[config.mk]
export PLATFORM = sky130hd
export DESIGN_NAME = feedforward_gain_estimator
export DESIGN_NICKNAME = d
export VERILOG_FILES = /design/src/rtl/ffge_pkg.sv /design/src/rtl/feedforward_gain_estimator.sv
export SDC_FILE = /design/constraint.sdc
export NUM_CORES = 2
export LEC_CHECK = 0
export BUFFER_PORTS_ARGS = -buffer_cell sky130_fd_sc_hd__buf_2
export CAP_MARGIN = 10
export CORE_MARGIN = 2
export CORE_UTILIZATION = 55
export CTS_CLUSTER_SIZE = 8
export DETAILED_ROUTE_END_ITERATION = 8
export PLACE_DENSITY = 0.72
export SYNTH_ARGS = -nofsm -noshare
export SYNTH_HDL_FRONTEND = slang
export SYNTH_SLANG_ARGS = --single-unit
[constraint.sdc]
create_clock -name i_clk -period 19.5 [get_ports i_clk]
set_input_delay 3.9 -clock i_clk [delete_from_list [all_inputs] [get_ports i_clk]]
set_output_delay 3.9 -clock i_clk [all_outputs]
set_load 0.01 [all_outputs]
[src/rtl/ffge_pkg.sv]
package ffge_pkg;

    localparam int DIV_BITS  = 40;
    localparam int CFG_IDX_W = 3;
    localparam int CFG_DAT_W = 18;

    localparam logic [CFG_IDX_W-1:0] REG_MIN_SETPOINT = 3'd0;
    localparam logic [CFG_IDX_W-1:0] REG_CONV_RATIO   = 3'd1;
    localparam logic [CFG_IDX_W-1:0] REG_ACCUM_STEP   = 3'd2;
    localparam logic [CFG_IDX_W-1:0] REG_MIN_GAIN     = 3'd3;
    localparam logic [CFG_IDX_W-1:0] REG_MAX_GAIN     = 3'd4;
    localparam logic [CFG_IDX_W-1:0] REG_FILTER_COEF  = 3'd5;
    localparam logic [CFG_IDX_W-1:0] REG_ROLL_SCALE   = 3'd6;
    localparam logic [CFG_IDX_W-1:0] REG_PITCH_SCALE  = 3'd7;

    typedef logic signed [31:0] t_q16;

    // Saturate a wide signed value to 32 bits.
    function automatic t_q16 sat32(input logic signed [51:0] v);
        t_q16 res;
        if (v > 52'sd2147483647) begin
            res = 32'sh7FFF_FFFF;
        end else if (v < -52'sd2147483648) begin
            res = 32'sh8000_0000;
        end else begin
            res = v[31:0];
        end
        return res;
    endfunction

endpackage

[src/rtl/feedforward_gain_estimator.sv]
// Flow: an inactive or disabled tick goes straight to the output; an active tick runs each
//   learning axis through a divide, filter and clamp (the first one latches base gains first);
//   an exit while armed divides each correction back into gain units.
// Throughput: one word at a time; o_ready returns in the cycle after the result is queued.
//   A held result stalls the input.
// Reset: synchronous, active low; clears sequencer, configuration (scales to one), state.
module feedforward_gain_estimator (
    input  logic                               i_clk,
    input  logic                               i_rst_n,
    // configuration write port
    input  logic                               i_cfg_we,
    input  logic [ffge_pkg::CFG_IDX_W-1:0]     i_cfg_idx,
    input  logic [ffge_pkg::CFG_DAT_W-1:0]     i_cfg_data,
    // input channel
    input  logic                               i_valid,
    output logic                               o_ready,
    input  logic                               i_armed,
    input  logic                               i_mode_ok,
    input  logic [9:0]                         i_roll_gain_now,
    input  logic [9:0]                         i_pitch_gain_now,
    input  logic signed [23:0]                 i_roll_setpoint,
    input  logic signed [23:0]                 i_roll_gyro,
    input  logic signed [23:0]                 i_roll_iterm,
    input  logic signed [23:0]                 i_pitch_setpoint,
    input  logic signed [23:0]                 i_pitch_gyro,
    input  logic signed [23:0]                 i_pitch_iterm,
    // output channel
    output logic                               o_valid,
    input  logic                               i_ready,
    output logic                               o_active,
    output logic signed [31:0]                 o_roll_correction,
    output logic signed [31:0]                 o_pitch_correction,
    output logic                               o_gains_written,
    output logic [9:0]                         o_new_roll_gain,
    output logic [9:0]                         o_new_pitch_gain
);

    // Sequencer codes
    localparam logic [4:0] S_IDLE  = 5'd0;
    localparam logic [4:0] S_START = 5'd1;
    localparam logic [4:0] S_BASE  = 5'd2;
    localparam logic [4:0] S_BASEW = 5'd3;
    localparam logic [4:0] S_QUAL  = 5'd4;
    localparam logic [4:0] S_CONV  = 5'd5;
    localparam logic [4:0] S_DIV   = 5'd6;
    localparam logic [4:0] S_RATIO = 5'd7;
    localparam logic [4:0] S_FILT  = 5'd8;
    localparam logic [4:0] S_FUPD  = 5'd9;
    localparam logic [4:0] S_INC   = 5'd10;
    localparam logic [4:0] S_SUM   = 5'd11;
    localparam logic [4:0] S_LO    = 5'd12;
    localparam logic [4:0] S_HI    = 5'd13;
    localparam logic [4:0] S_CLOAD = 5'd14;
    localparam logic [4:0] S_CDIV  = 5'd15;
    localparam logic [4:0] S_CFIN  = 5'd16;
    localparam logic [4:0] S_OUT   = 5'd17;

    localparam logic [5:0] DIV_LAST = 6'(ffge_pkg::DIV_BITS - 1);

    // Configuration registers
    logic [17:0] r_min_sp;
    logic [15:0] r_conv, r_step, r_coef, r_rscale, r_pscale;
    logic [9:0]  r_min_gain, r_max_gain;

    // Estimator state
    logic               r_was_active;
    ffge_pkg::t_q16     r_filt [2];
    ffge_pkg::t_q16     r_base [2];
    ffge_pkg::t_q16     r_corr [2];

    // Latched word
    logic               r_armed, r_mode;
    logic [9:0]         r_gain [2];
    logic signed [23:0] r_sp [2];
    logic signed [23:0] r_gy [2];
    logic signed [23:0] r_it [2];

    // Sequencer and working registers
    logic [4:0]         r_state;
    logic               r_ax;
    logic               r_res_act, r_res_gw;
    logic [9:0]         r_ng [2];
    logic signed [50:0] r_prod;
    logic signed [50:0] r_lo;
    logic signed [51:0] r_total;
    ffge_pkg::t_q16     r_ratio;

    // Shared divider
    logic [39:0] r_dq;
    logic [23:0] r_dr;
    logic [23:0] r_dd;
    logic [5:0]  r_cnt;

    // Output register
    logic               r_o_valid;
    logic               r_o_act, r_o_gw;
    logic signed [31:0] r_o_rc, r_o_pc;
    logic [9:0]         r_o_rg, r_o_pg;

    // ---------------------------------------------------------------
    // Axis selection and qualification
    // ---------------------------------------------------------------
    logic [15:0]        w_scale;
    logic signed [23:0] w_sp, w_gy, w_it;
    logic [23:0]        w_asp, w_ait;
    logic signed [24:0] w_ed;
    logic [24:0]        w_aed;
    logic               w_act;

    assign w_scale = r_ax ? r_pscale : r_rscale;
    assign w_sp    = r_sp[r_ax];
    assign w_gy    = r_gy[r_ax];
    assign w_it    = r_it[r_ax];
    assign w_asp   = w_sp[23] ? (~w_sp + 24'd1) : w_sp;
    assign w_ait   = w_it[23] ? (~w_it + 24'd1) : w_it;
    assign w_ed    = {w_gy[23], w_gy} - {w_sp[23], w_sp};
    assign w_aed   = w_ed[24] ? (~w_ed + 25'd1) : w_ed;

    // Active needs arming, mode permission and both gains inside the limits.
    assign w_act = r_armed && r_mode
                && (r_gain[0] >= r_min_gain) && (r_gain[0] <= r_max_gain)
                && (r_gain[1] >= r_min_gain) && (r_gain[1] <= r_max_gain);

    // ---------------------------------------------------------------
    // Shared multiplier: 17-bit signed by 34-bit signed, registered
    // ---------------------------------------------------------------
    logic [15:0]        w_mul_a;
    logic signed [33:0] w_mul_b;
    logic signed [50:0] w_prod;
    logic signed [32:0] w_fdiff;
    ffge_pkg::t_q16     w_y;

    assign w_y     = r_filt[r_ax];
    assign w_fdiff = $signed({r_ratio[31], r_ratio}) - $signed({w_y[31], w_y});

    always_comb begin
        unique case (r_state)
            S_BASE: begin
                w_mul_a = w_scale;
                w_mul_b = $signed({24'd0, r_gain[r_ax]});
            end
            S_QUAL: begin
                w_mul_a = r_conv;
                w_mul_b = $signed({10'd0, w_asp});
            end
            S_FILT: begin
                w_mul_a = r_coef;
                w_mul_b = $signed({w_fdiff[32], w_fdiff});
            end
            S_INC: begin
                w_mul_a = r_step;
                w_mul_b = $signed({{2{w_y[31]}}, w_y});
            end
            S_SUM: begin
                w_mul_a = w_scale;
                w_mul_b = $signed({24'd0, r_min_gain});
            end
            S_LO: begin
                w_mul_a = w_scale;
                w_mul_b = $signed({24'd0, r_max_gain});
            end
            default: begin
                w_mul_a = '0;
                w_mul_b = '0;
            end
        endcase
    end

    assign w_prod = $signed({1'b0, w_mul_a}) * w_mul_b;

    // Round half up, floor shift by 16.
    logic signed [50:0] w_rnd;
    assign w_rnd = (r_prod + 51'sd32768) >>> 16;

    // Filter update
    logic signed [51:0] w_ysum;
    assign w_ysum = $signed({w_rnd[50], w_rnd}) + $signed({{20{w_y[31]}}, w_y});

    // Running total of base, correction and step
    logic signed [51:0] w_sum;
    assign w_sum = $signed({{20{r_base[r_ax][31]}}, r_base[r_ax]})
                 + $signed({{20{r_corr[r_ax][31]}}, r_corr[r_ax]})
                 + $signed({w_rnd[50], w_rnd});

    // Clamp total against the scaled limits, lower bound first.
    logic signed [51:0] w_clamp, w_cdiff;
    always_comb begin
        if (r_total < $signed({r_lo[50], r_lo})) begin
            w_clamp = $signed({r_lo[50], r_lo});
        end else if (r_total > $signed({r_prod[50], r_prod})) begin
            w_clamp = $signed({r_prod[50], r_prod});
        end else begin
            w_clamp = r_total;
        end
    end
    assign w_cdiff = w_clamp - $signed({{20{r_base[r_ax][31]}}, r_base[r_ax]});

    // ---------------------------------------------------------------
    // Shared divider step: restoring, one quotient bit per cycle
    // ---------------------------------------------------------------
    logic [24:0] w_dt;
    logic        w_dge;
    assign w_dt  = {r_dr, r_dq[39]};
    assign w_dge = (w_dt >= {1'b0, r_dd});

    // Ratio sign and saturation
    logic           w_rneg;
    ffge_pkg::t_q16 w_rsat;
    assign w_rneg = w_it[23] ^ w_sp[23];
    always_comb begin
        if (!w_rneg) begin
            w_rsat = (r_dq > 40'h00_7FFF_FFFF) ? 32'sh7FFF_FFFF : $signed(r_dq[31:0]);
        end else begin
            w_rsat = (r_dq > 40'h00_8000_0000) ? 32'sh8000_0000
                                               : $signed(~r_dq[31:0] + 32'd1);
        end
    end

    // Commit: round to nearest, ties to even, then add and clamp.
    logic [32:0]        w_corr_abs;
    logic [24:0]        w_r2;
    logic               w_up;
    logic [32:0]        w_qr;
    logic signed [33:0] w_sq;
    logic signed [34:0] w_g;
    logic [9:0]         w_gclamp;
    assign w_corr_abs = r_corr[r_ax][31] ? (~{1'b1, r_corr[r_ax]} + 33'd1)
                                         : {1'b0, r_corr[r_ax]};
    assign w_r2 = {r_dr, 1'b0};
    assign w_up = (w_r2 > {1'b0, r_dd}) || ((w_r2 == {1'b0, r_dd}) && r_dq[0]);
    assign w_qr = r_dq[32:0] + {32'd0, w_up};
    assign w_sq = r_corr[r_ax][31] ? -$signed({1'b0, w_qr}) : $signed({1'b0, w_qr});
    assign w_g  = $signed({25'd0, r_gain[r_ax]}) + $signed({w_sq[33], w_sq});
    always_comb begin
        if (w_g < $signed({25'd0, r_min_gain})) begin
            w_gclamp = r_min_gain;
        end else if (w_g > $signed({25'd0, r_max_gain})) begin
            w_gclamp = r_max_gain;
        end else begin
            w_gclamp = w_g[9:0];
        end
    end

    // Output register frees when empty or taken.
    logic w_out_load;
    assign w_out_load = (r_state == S_OUT) && (!r_o_valid || i_ready);

    assign o_ready = (r_state == S_IDLE);

    // ---------------------------------------------------------------
    // Configuration registers
    // ---------------------------------------------------------------
    always_ff @(posedge i_clk) begin
        if (!i_rst_n) begin
            r_min_sp   <= '0;
            r_conv     <= '0;
            r_step     <= '0;
            r_min_gain <= '0;
            r_max_gain <= '0;
            r_coef     <= '0;
            r_rscale   <= 16'd1;
            r_pscale   <= 16'd1;
        end else if (i_cfg_we) begin
            unique case (i_cfg_idx)
                ffge_pkg::REG_MIN_SETPOINT: r_min_sp   <= i_cfg_data;
                ffge_pkg::REG_CONV_RATIO:   r_conv     <= i_cfg_data[15:0];
                ffge_pkg::REG_ACCUM_STEP:   r_step     <= i_cfg_data[15:0];
                ffge_pkg::REG_MIN_GAIN:     r_min_gain <= i_cfg_data[9:0];
                ffge_pkg::REG_MAX_GAIN:     r_max_gain <= i_cfg_data[9:0];
                ffge_pkg::REG_FILTER_COEF:  r_coef     <= i_cfg_data[15:0];
                ffge_pkg::REG_ROLL_SCALE:   r_rscale   <= i_cfg_data[15:0];
                ffge_pkg::REG_PITCH_SCALE:  r_pscale   <= i_cfg_data[15:0];
                default: ;
            endcase
        end
    end

    // Multiplier output register and latched word (payload, no reset)
    always_ff @(posedge i_clk) begin
        r_prod <= w_prod;
        if (i_valid && o_ready) begin
            r_armed  <= i_armed;
            r_mode   <= i_mode_ok;
            r_gain[0] <= i_roll_gain_now;
            r_gain[1] <= i_pitch_gain_now;
            r_sp[0]  <= i_roll_setpoint;
            r_gy[0]  <= i_roll_gyro;
            r_it[0]  <= i_roll_iterm;
            r_sp[1]  <= i_pitch_setpoint;
            r_gy[1]  <= i_pitch_gyro;
            r_it[1]  <= i_pitch_iterm;
        end
    end

    // ---------------------------------------------------------------
    // Sequencer
    // ---------------------------------------------------------------
    always_ff @(posedge i_clk) begin
        if (!i_rst_n) begin
            r_state      <= S_IDLE;
            r_was_active <= 1'b0;
            r_ax         <= 1'b0;
            r_res_act    <= 1'b0;
            r_res_gw     <= 1'b0;
            r_cnt        <= '0;
            for (int k = 0; k < 2; k++) begin
                r_filt[k] <= '0;
                r_base[k] <= '0;
                r_corr[k] <= '0;
            end
        end else begin
            unique case (r_state)
                S_IDLE: begin
                    if (i_valid) begin
                        r_state <= S_START;
                    end
                end
                S_START: begin
                    r_res_act <= 1'b0;
                    r_res_gw  <= 1'b0;
                    r_ax      <= 1'b0;
                    if (r_step == '0) begin
                        // disabled: leave state untouched, emit zeros
                        r_state <= S_OUT;
                    end else if (w_act) begin
                        r_state <= r_was_active ? S_QUAL : S_BASE;
                    end else if (r_was_active && r_armed) begin
                        r_state <= S_CLOAD;
                    end else begin
                        if (r_was_active) begin
                            r_corr[0] <= '0;
                            r_corr[1] <= '0;
                        end
                        r_was_active <= 1'b0;
                        r_state      <= S_OUT;
                    end
                end
                S_BASE: begin
                    r_state <= S_BASEW;
                end
                S_BASEW: begin
                    // latch base gain, clear filter and correction on entry
                    r_base[r_ax] <= r_prod[31:0];
                    r_filt[r_ax] <= '0;
                    r_corr[r_ax] <= '0;
                    r_ax         <= ~r_ax;
                    r_state      <= r_ax ? S_QUAL : S_BASE;
                end
                S_QUAL: begin
                    if ((w_sp == '0) || (w_asp < {6'd0, r_min_sp})) begin
                        if (r_ax) begin
                            r_was_active <= 1'b1;
                            r_res_act    <= 1'b1;
                            r_state      <= S_OUT;
                        end else begin
                            r_ax <= 1'b1;
                        end
                    end else begin
                        r_state <= S_CONV;
                    end
                end
                S_CONV: begin
                    if ({w_aed, 16'd0} > r_prod[40:0]) begin
                        // tracking not converged: drop this axis
                        if (r_ax) begin
                            r_was_active <= 1'b1;
                            r_res_act    <= 1'b1;
                            r_state      <= S_OUT;
                        end else begin
                            r_ax    <= 1'b1;
                            r_state <= S_QUAL;
                        end
                    end else begin
                        r_dq    <= {w_ait, 16'd0};
                        r_dr    <= '0;
                        r_dd    <= w_asp;
                        r_cnt   <= '0;
                        r_state <= S_DIV;
                    end
                end
                S_DIV, S_CDIV: begin
                    r_dr  <= w_dge ? 24'(w_dt - {1'b0, r_dd}) : w_dt[23:0];
                    r_dq  <= {r_dq[38:0], w_dge};
                    r_cnt <= r_cnt + 6'd1;
                    if (r_cnt == DIV_LAST) begin
                        r_state <= (r_state == S_DIV) ? S_RATIO : S_CFIN;
                    end
                end
                S_RATIO: begin
                    r_ratio <= w_rsat;
                    r_state <= S_FILT;
                end
                S_FILT: begin
                    r_state <= S_FUPD;
                end
                S_FUPD: begin
                    r_filt[r_ax] <= ffge_pkg::sat32(w_ysum);
                    r_state      <= S_INC;
                end
                S_INC: begin
                    r_state <= S_SUM;
                end
                S_SUM: begin
                    r_total <= w_sum;
                    r_state <= S_LO;
                end
                S_LO: begin
                    r_lo    <= r_prod;
                    r_state <= S_HI;
                end
                S_HI: begin
                    r_corr[r_ax] <= ffge_pkg::sat32(w_cdiff);
                    if (r_ax) begin
                        r_was_active <= 1'b1;
                        r_res_act    <= 1'b1;
                        r_state      <= S_OUT;
                    end else begin
                        r_ax    <= 1'b1;
                        r_state <= S_QUAL;
                    end
                end
                S_CLOAD: begin
                    // convert correction to user units: |corr| / scale
                    r_dq    <= {7'd0, w_corr_abs};
                    r_dr    <= '0;
                    r_dd    <= {8'd0, (w_scale == '0) ? 16'd1 : w_scale};
                    r_cnt   <= '0;
                    r_state <= S_CDIV;
                end
                S_CFIN: begin
                    r_ng[r_ax] <= w_gclamp;
                    if (r_ax) begin
                        r_corr[0]    <= '0;
                        r_corr[1]    <= '0;
                        r_was_active <= 1'b0;
                        r_res_gw     <= 1'b1;
                        r_state      <= S_OUT;
                    end else begin
                        r_ax    <= 1'b1;
                        r_state <= S_CLOAD;
                    end
                end
                S_OUT: begin
                    if (w_out_load) begin
                        r_state <= S_IDLE;
                    end
                end
                default: begin
                    r_state <= S_IDLE;
                end
            endcase
        end
    end

    // ---------------------------------------------------------------
    // Output register
    // ---------------------------------------------------------------
    always_ff @(posedge i_clk) begin
        if (!i_rst_n) begin
            r_o_valid <= 1'b0;
        end else if (w_out_load) begin
            r_o_valid <= 1'b1;
        end else if (i_ready) begin
            r_o_valid <= 1'b0;
        end
    end

    always_ff @(posedge i_clk) begin
        if (w_out_load) begin
            r_o_act <= r_res_act;
            r_o_gw  <= r_res_gw;
            r_o_rc  <= r_res_act ? r_corr[0] : '0;
            r_o_pc  <= r_res_act ? r_corr[1] : '0;
            r_o_rg  <= r_res_gw ? r_ng[0] : '0;
            r_o_pg  <= r_res_gw ? r_ng[1] : '0;
        end
    end

    assign o_valid            = r_o_valid;
    assign o_active           = r_o_act;
    assign o_gains_written    = r_o_gw;
    assign o_roll_correction  = r_o_rc;
    assign o_pitch_correction = r_o_pc;
    assign o_new_roll_gain    = r_o_rg;
    assign o_new_pitch_gain   = r_o_pg;

    // ---------------------------------------------------------------
    // Assertions
    // ---------------------------------------------------------------
    a_accept_starts: assert property (@(posedge i_clk) disable iff (!i_rst_n)
        (i_valid && o_ready) |=> (r_state == S_START))
        else $error("accepted word did not start the sequencer");

    a_inactive_zero: assert property (@(posedge i_clk) disable iff (!i_rst_n)
        (o_valid && !o_active) |-> (o_roll_correction == '0 && o_pitch_correction == '0))
        else $error("corrections nonzero while inactive");

    a_gw_excl: assert property (@(posedge i_clk) disable iff (!i_rst_n)
        (o_valid && o_gains_written) |-> !o_active)
        else $error("gains written while active");

    a_no_gain: assert property (@(posedge i_clk) disable iff (!i_rst_n)
        (o_valid && !o_gains_written) |-> (o_new_roll_gain == '0 && o_new_pitch_gain == '0))
        else $error("gains nonzero without commit");

endmodule
==> flow_metrics.py <==
metrics = {
    "critical_path": {
        "cp_data_required_time_ns": 20.19,
        "cpPeakStageDelay_ns": 1.02,
        "critPathCaptureType": "register",
        "path_buf_inv": 5,
        "startpoint_type": "register",
        "crit_path_top_delay_cell": "dfxtp_4",
        "cp_top_family": "compound AO/OA/AOI/OAI gates",
        "crit_fanout": 95,
        "path_class": "register to register",
        "crit_arrival_ns": 12.91,
        "critPathMostFrequentCell": "fa_1",
    },
    "floorplan": {
        "fp.dieH_microns": 373,
        "io_pins": 280,
        "core_sq_um": 135000,
        "die_w_microns": 373,
        "die_area_sq_um": 139000,
        "initial_utilization_pct": 55.3,
        "num_rows": 135,
    },
    "clock_tree": {
        "cts_buffers": 118,
        "cts_max_level": 3,
        "clk_pin_slew_ns": 0.05,
        "cts_root_buffer": "clkbuf_16",
        "cts_buffer_depth": 3,
        "holdBufCountCts": 0,
        "insertion_delay_ns": 0.77,
        "cts_resized": 0,
        "clock_sinks": 857,
        "post_cts_buffers": 0,
        "cts_tree": "yes",
    },
    "timing": {
        "drv_slew": 0,
        "setup_viol_count_final": 0,
        "period_share_pct": 62.7,
        "worst_pin_slew_ns": 1.41,
        "min_period_ns": 12.22,
        "skew_ns": 0.102,
        "slew_headroom_pct": 5.95,
        "timing.hold.ws_ns": 0.456,
        "max_clock_freq_mhz": 81.8,
        "setup_slack_ns": 7.28,
        "finalHoldViolCount": 0,
        "fin_setup_tns_ns": 0,
        "rsz0062_at_grt": "false",
    },
    "detailed_routing": {
        "first_iter_violations": 6705,
        "drtPass1Iterations": 6,
        "vias": 61800,
        "ant_nets": 0,
        "drc": 0,
        "via_per_inst": 6.16,
        "drt-total-wl_microns": 239000,
        "wl_per_cell_microns": 23.8,
    },
    "synth": {
        "synth_edf_count": 671,
        "synth_area_per_cell_sq_um": 9.35,
        "yosys_warnings": 0,
        "ys_seq_area_share_pct": 31.9,
        "synth_cell_types": 108,
        "syn-num-nets": 9285,
        "synth-seq-cells": 857,
        "syn_inst": 8001,
        "syn_area_sq_um": 74800,
        "ys_async_sr_fraction_pct": 0,
        "synth_flop_cell": "edfxtp_1",
    },
    "power_and_ir_drop": {
        "leakage_nw": 34.3,
        "totalPowerFinal_mw": 9.03,
        "p_per_area_nw_per_um2": 111,
        "peakVddDrop_mv": 0.0942,
    },
    "final_layout": {
        "post-route-util_pct": 60.4,
        "areaGrowthSynthToFinish_pct": 9.16,
        "final_layout_size_suffix_gt1_share_pct": 8.47,
        "fin_nets": 9459,
    },
    "min_path": {
        "hp-class": "register to register",
    },
    "place": {
        "place_hpwl_microns": 186000,
        "post-place-ws_ns": 7.48,
        "place_congestion": 0.979,
        "portBuffers": 279,
    },
    "grt": {
        "grt_overflow": 0,
        "grt_pass1_wl_microns": 365000,
        "antenna_found_initial": 9,
        "grt_pass1_vias": 61000,
        "grt_util_all_layers_pct": 34.0,
        "grt_max_degree": 96,
    },
    "flow_run": {
        "drv_cap": 0,
    },
    "outcome": {
        "status": "complete, no violations",
    },
}
==> cells in the mapped netlist (138+ instances only) <==
cell type,number,share of area (%)
a21o_1,138,1.4
a21oi_1,568,3.8
clkbuf_1,249,1.2
dfxtp_1,186,5.0
edfxtp_1,671,27
fa_1,549,15
ha_1,543,9.1
inv_1,1065,5.3
mux2i_1,245,3.3
nand2_1,895,4.5
nor2_1,498,2.5
nor3_1,188,1.3
o21ai_0,323,2.2
xnor2_1,267,3.1
==> logic make-up after synthesis <==
logic type	after synthesis	share of synthesized area, %
and+or+nand+nor	2391	15.2
AOI/OAI and AO/OA	1555	13.1
buffers and inverters	1397	7.09
adders and majority gates	1092	23.8
DFF	857	31.9
xor gates and xnor gates	395	4.63
muxes	314	4.32
==> through the flow <==
| stage | std cells | instance area (sq um) |
|---|---|---|
| finish | 10000 | 81700 |
| global route | 10000 | 81700 |
| CTS | 10000 | 81700 |
| detailed placement | 9835 | 78200 |
| global placement | 9835 | 78200 |
| floorplan | 8001 | 74800 |
==> path summary, 6_finish.rpt <==
path                                start                      end  slack (ns)  cells after the start
setup / recovery                 register       r_prod[50]$_DFF_P_        7.28                     43
hold / removal    r_conv[14]$_SDFFE_PN0P_  r_conv[14]$_SDFFE_PN0P_        0.46                      2
setup reg to reg                 register       r_prod[50]$_DFF_P_        7.28                     43
hold reg to reg   r_conv[14]$_SDFFE_PN0P_  r_conv[14]$_SDFFE_PN0P_        0.46                      2
==> final cells by class <==
class	instances	area, sq um
fillers	11400	53600
multi-input cells	5747	45900
flip-flops and latches	857	23900
inverters	1069	4010
clock buffers	190	3300
well taps	1781	2230
repair buffers	382	2190
clock inverters	6	156
diodes	1	2.50
==> placed cells by master, fill, tap and decap left out, types with 21 or more instances in the layout <==
cell       synthesis  final
a211oi_1          22     21
o31ai_1           23     23
a22oi_1           30     30
clkbuf_16          0    120
ha_1             543    543
a21oi_1          568    566
o21bai_1          39     38
xor2_1           127    127
clkbuf_1         249     67
nand3_1          122    122
o22ai_1           21     21
nor2b_1          120    120
and2_1           119    118
a21o_1           138    138
or2_2             25     25
and3_1            50     49
nor4_1            47     46
inv_1           1065   1065
a21boi_0          23     23
nand2_1          895    892
dfxtp_1          186    184
buf_2             28    279
o21a_1            59     54
mux2_2            69     69
o21ai_0          323    309
nor3_1           188    179
edfxtp_1         671    671
xnor2_1          267    267
nor2_1           498    495
or3_1             51     51
a31oi_1           43     43
fa_1             549    549
nand4_1           73     73
buf_4              3    101
nand2b_1         107    107
mux2i_1          245    243
==> state kept, by name, summed over array words and instances (netlist names), 16 cells and up, named ones only <==
| signal | flops |
|---|---|
| r_base | 64 |
| r_corr | 64 |
| r_filt | 64 |
| r_lo | 51 |
| r_prod | 51 |
| r_gy | 48 |
| r_it | 48 |
| r_sp | 48 |
| r_dq | 40 |
| r_total | 36 |
| o_pitch_correction | 32 |
| o_roll_correction | 32 |
| r_ratio | 32 |
| r_dd | 24 |
| r_dr | 24 |
| r_gain | 20 |
| r_ng | 20 |
| r_min_sp | 18 |
| r_coef | 16 |
| r_conv | 16 |
| r_pscale | 16 |
| r_rscale | 16 |
| r_step | 16 |
==> per-layer routing <==
layer / global-route usage [%] / part of all wire, % / up-vias
met5: 0 / 0.024 / -
met4: 17.0 / 5.9 / 10
met3: 6.13 / 9.7 / 720
met2: 54.4 / 45 / 3177
met1: 44.6 / 39 / 30200
li1: - / - / 27700
==> where the power goes <==
part | internal (mW) | leakage [nW] | switching (mW)
logic | 1.60 | 24.7 | 3.01
clock network | 1.14 | 1.64 | 0.821
registers | 2.29 | 7.91 | 0.168
total | 5.03 | 34.3 | 4.00
==> worst register-to-register path, delay by kind of cell (launching register included) <==
family / cells / cell delay [ns]
xor+xnor: 2 / 0.34
simple gates: 4 / 0.49
compound gates: 22 / 4.88
fa+ha+maj: 9 / 4.12
buf+inv: 5 / 0.83
flops: 1 / 1.02
mux: 1 / 0.46
Note: power is estimated with default switching activity, not from simulation.
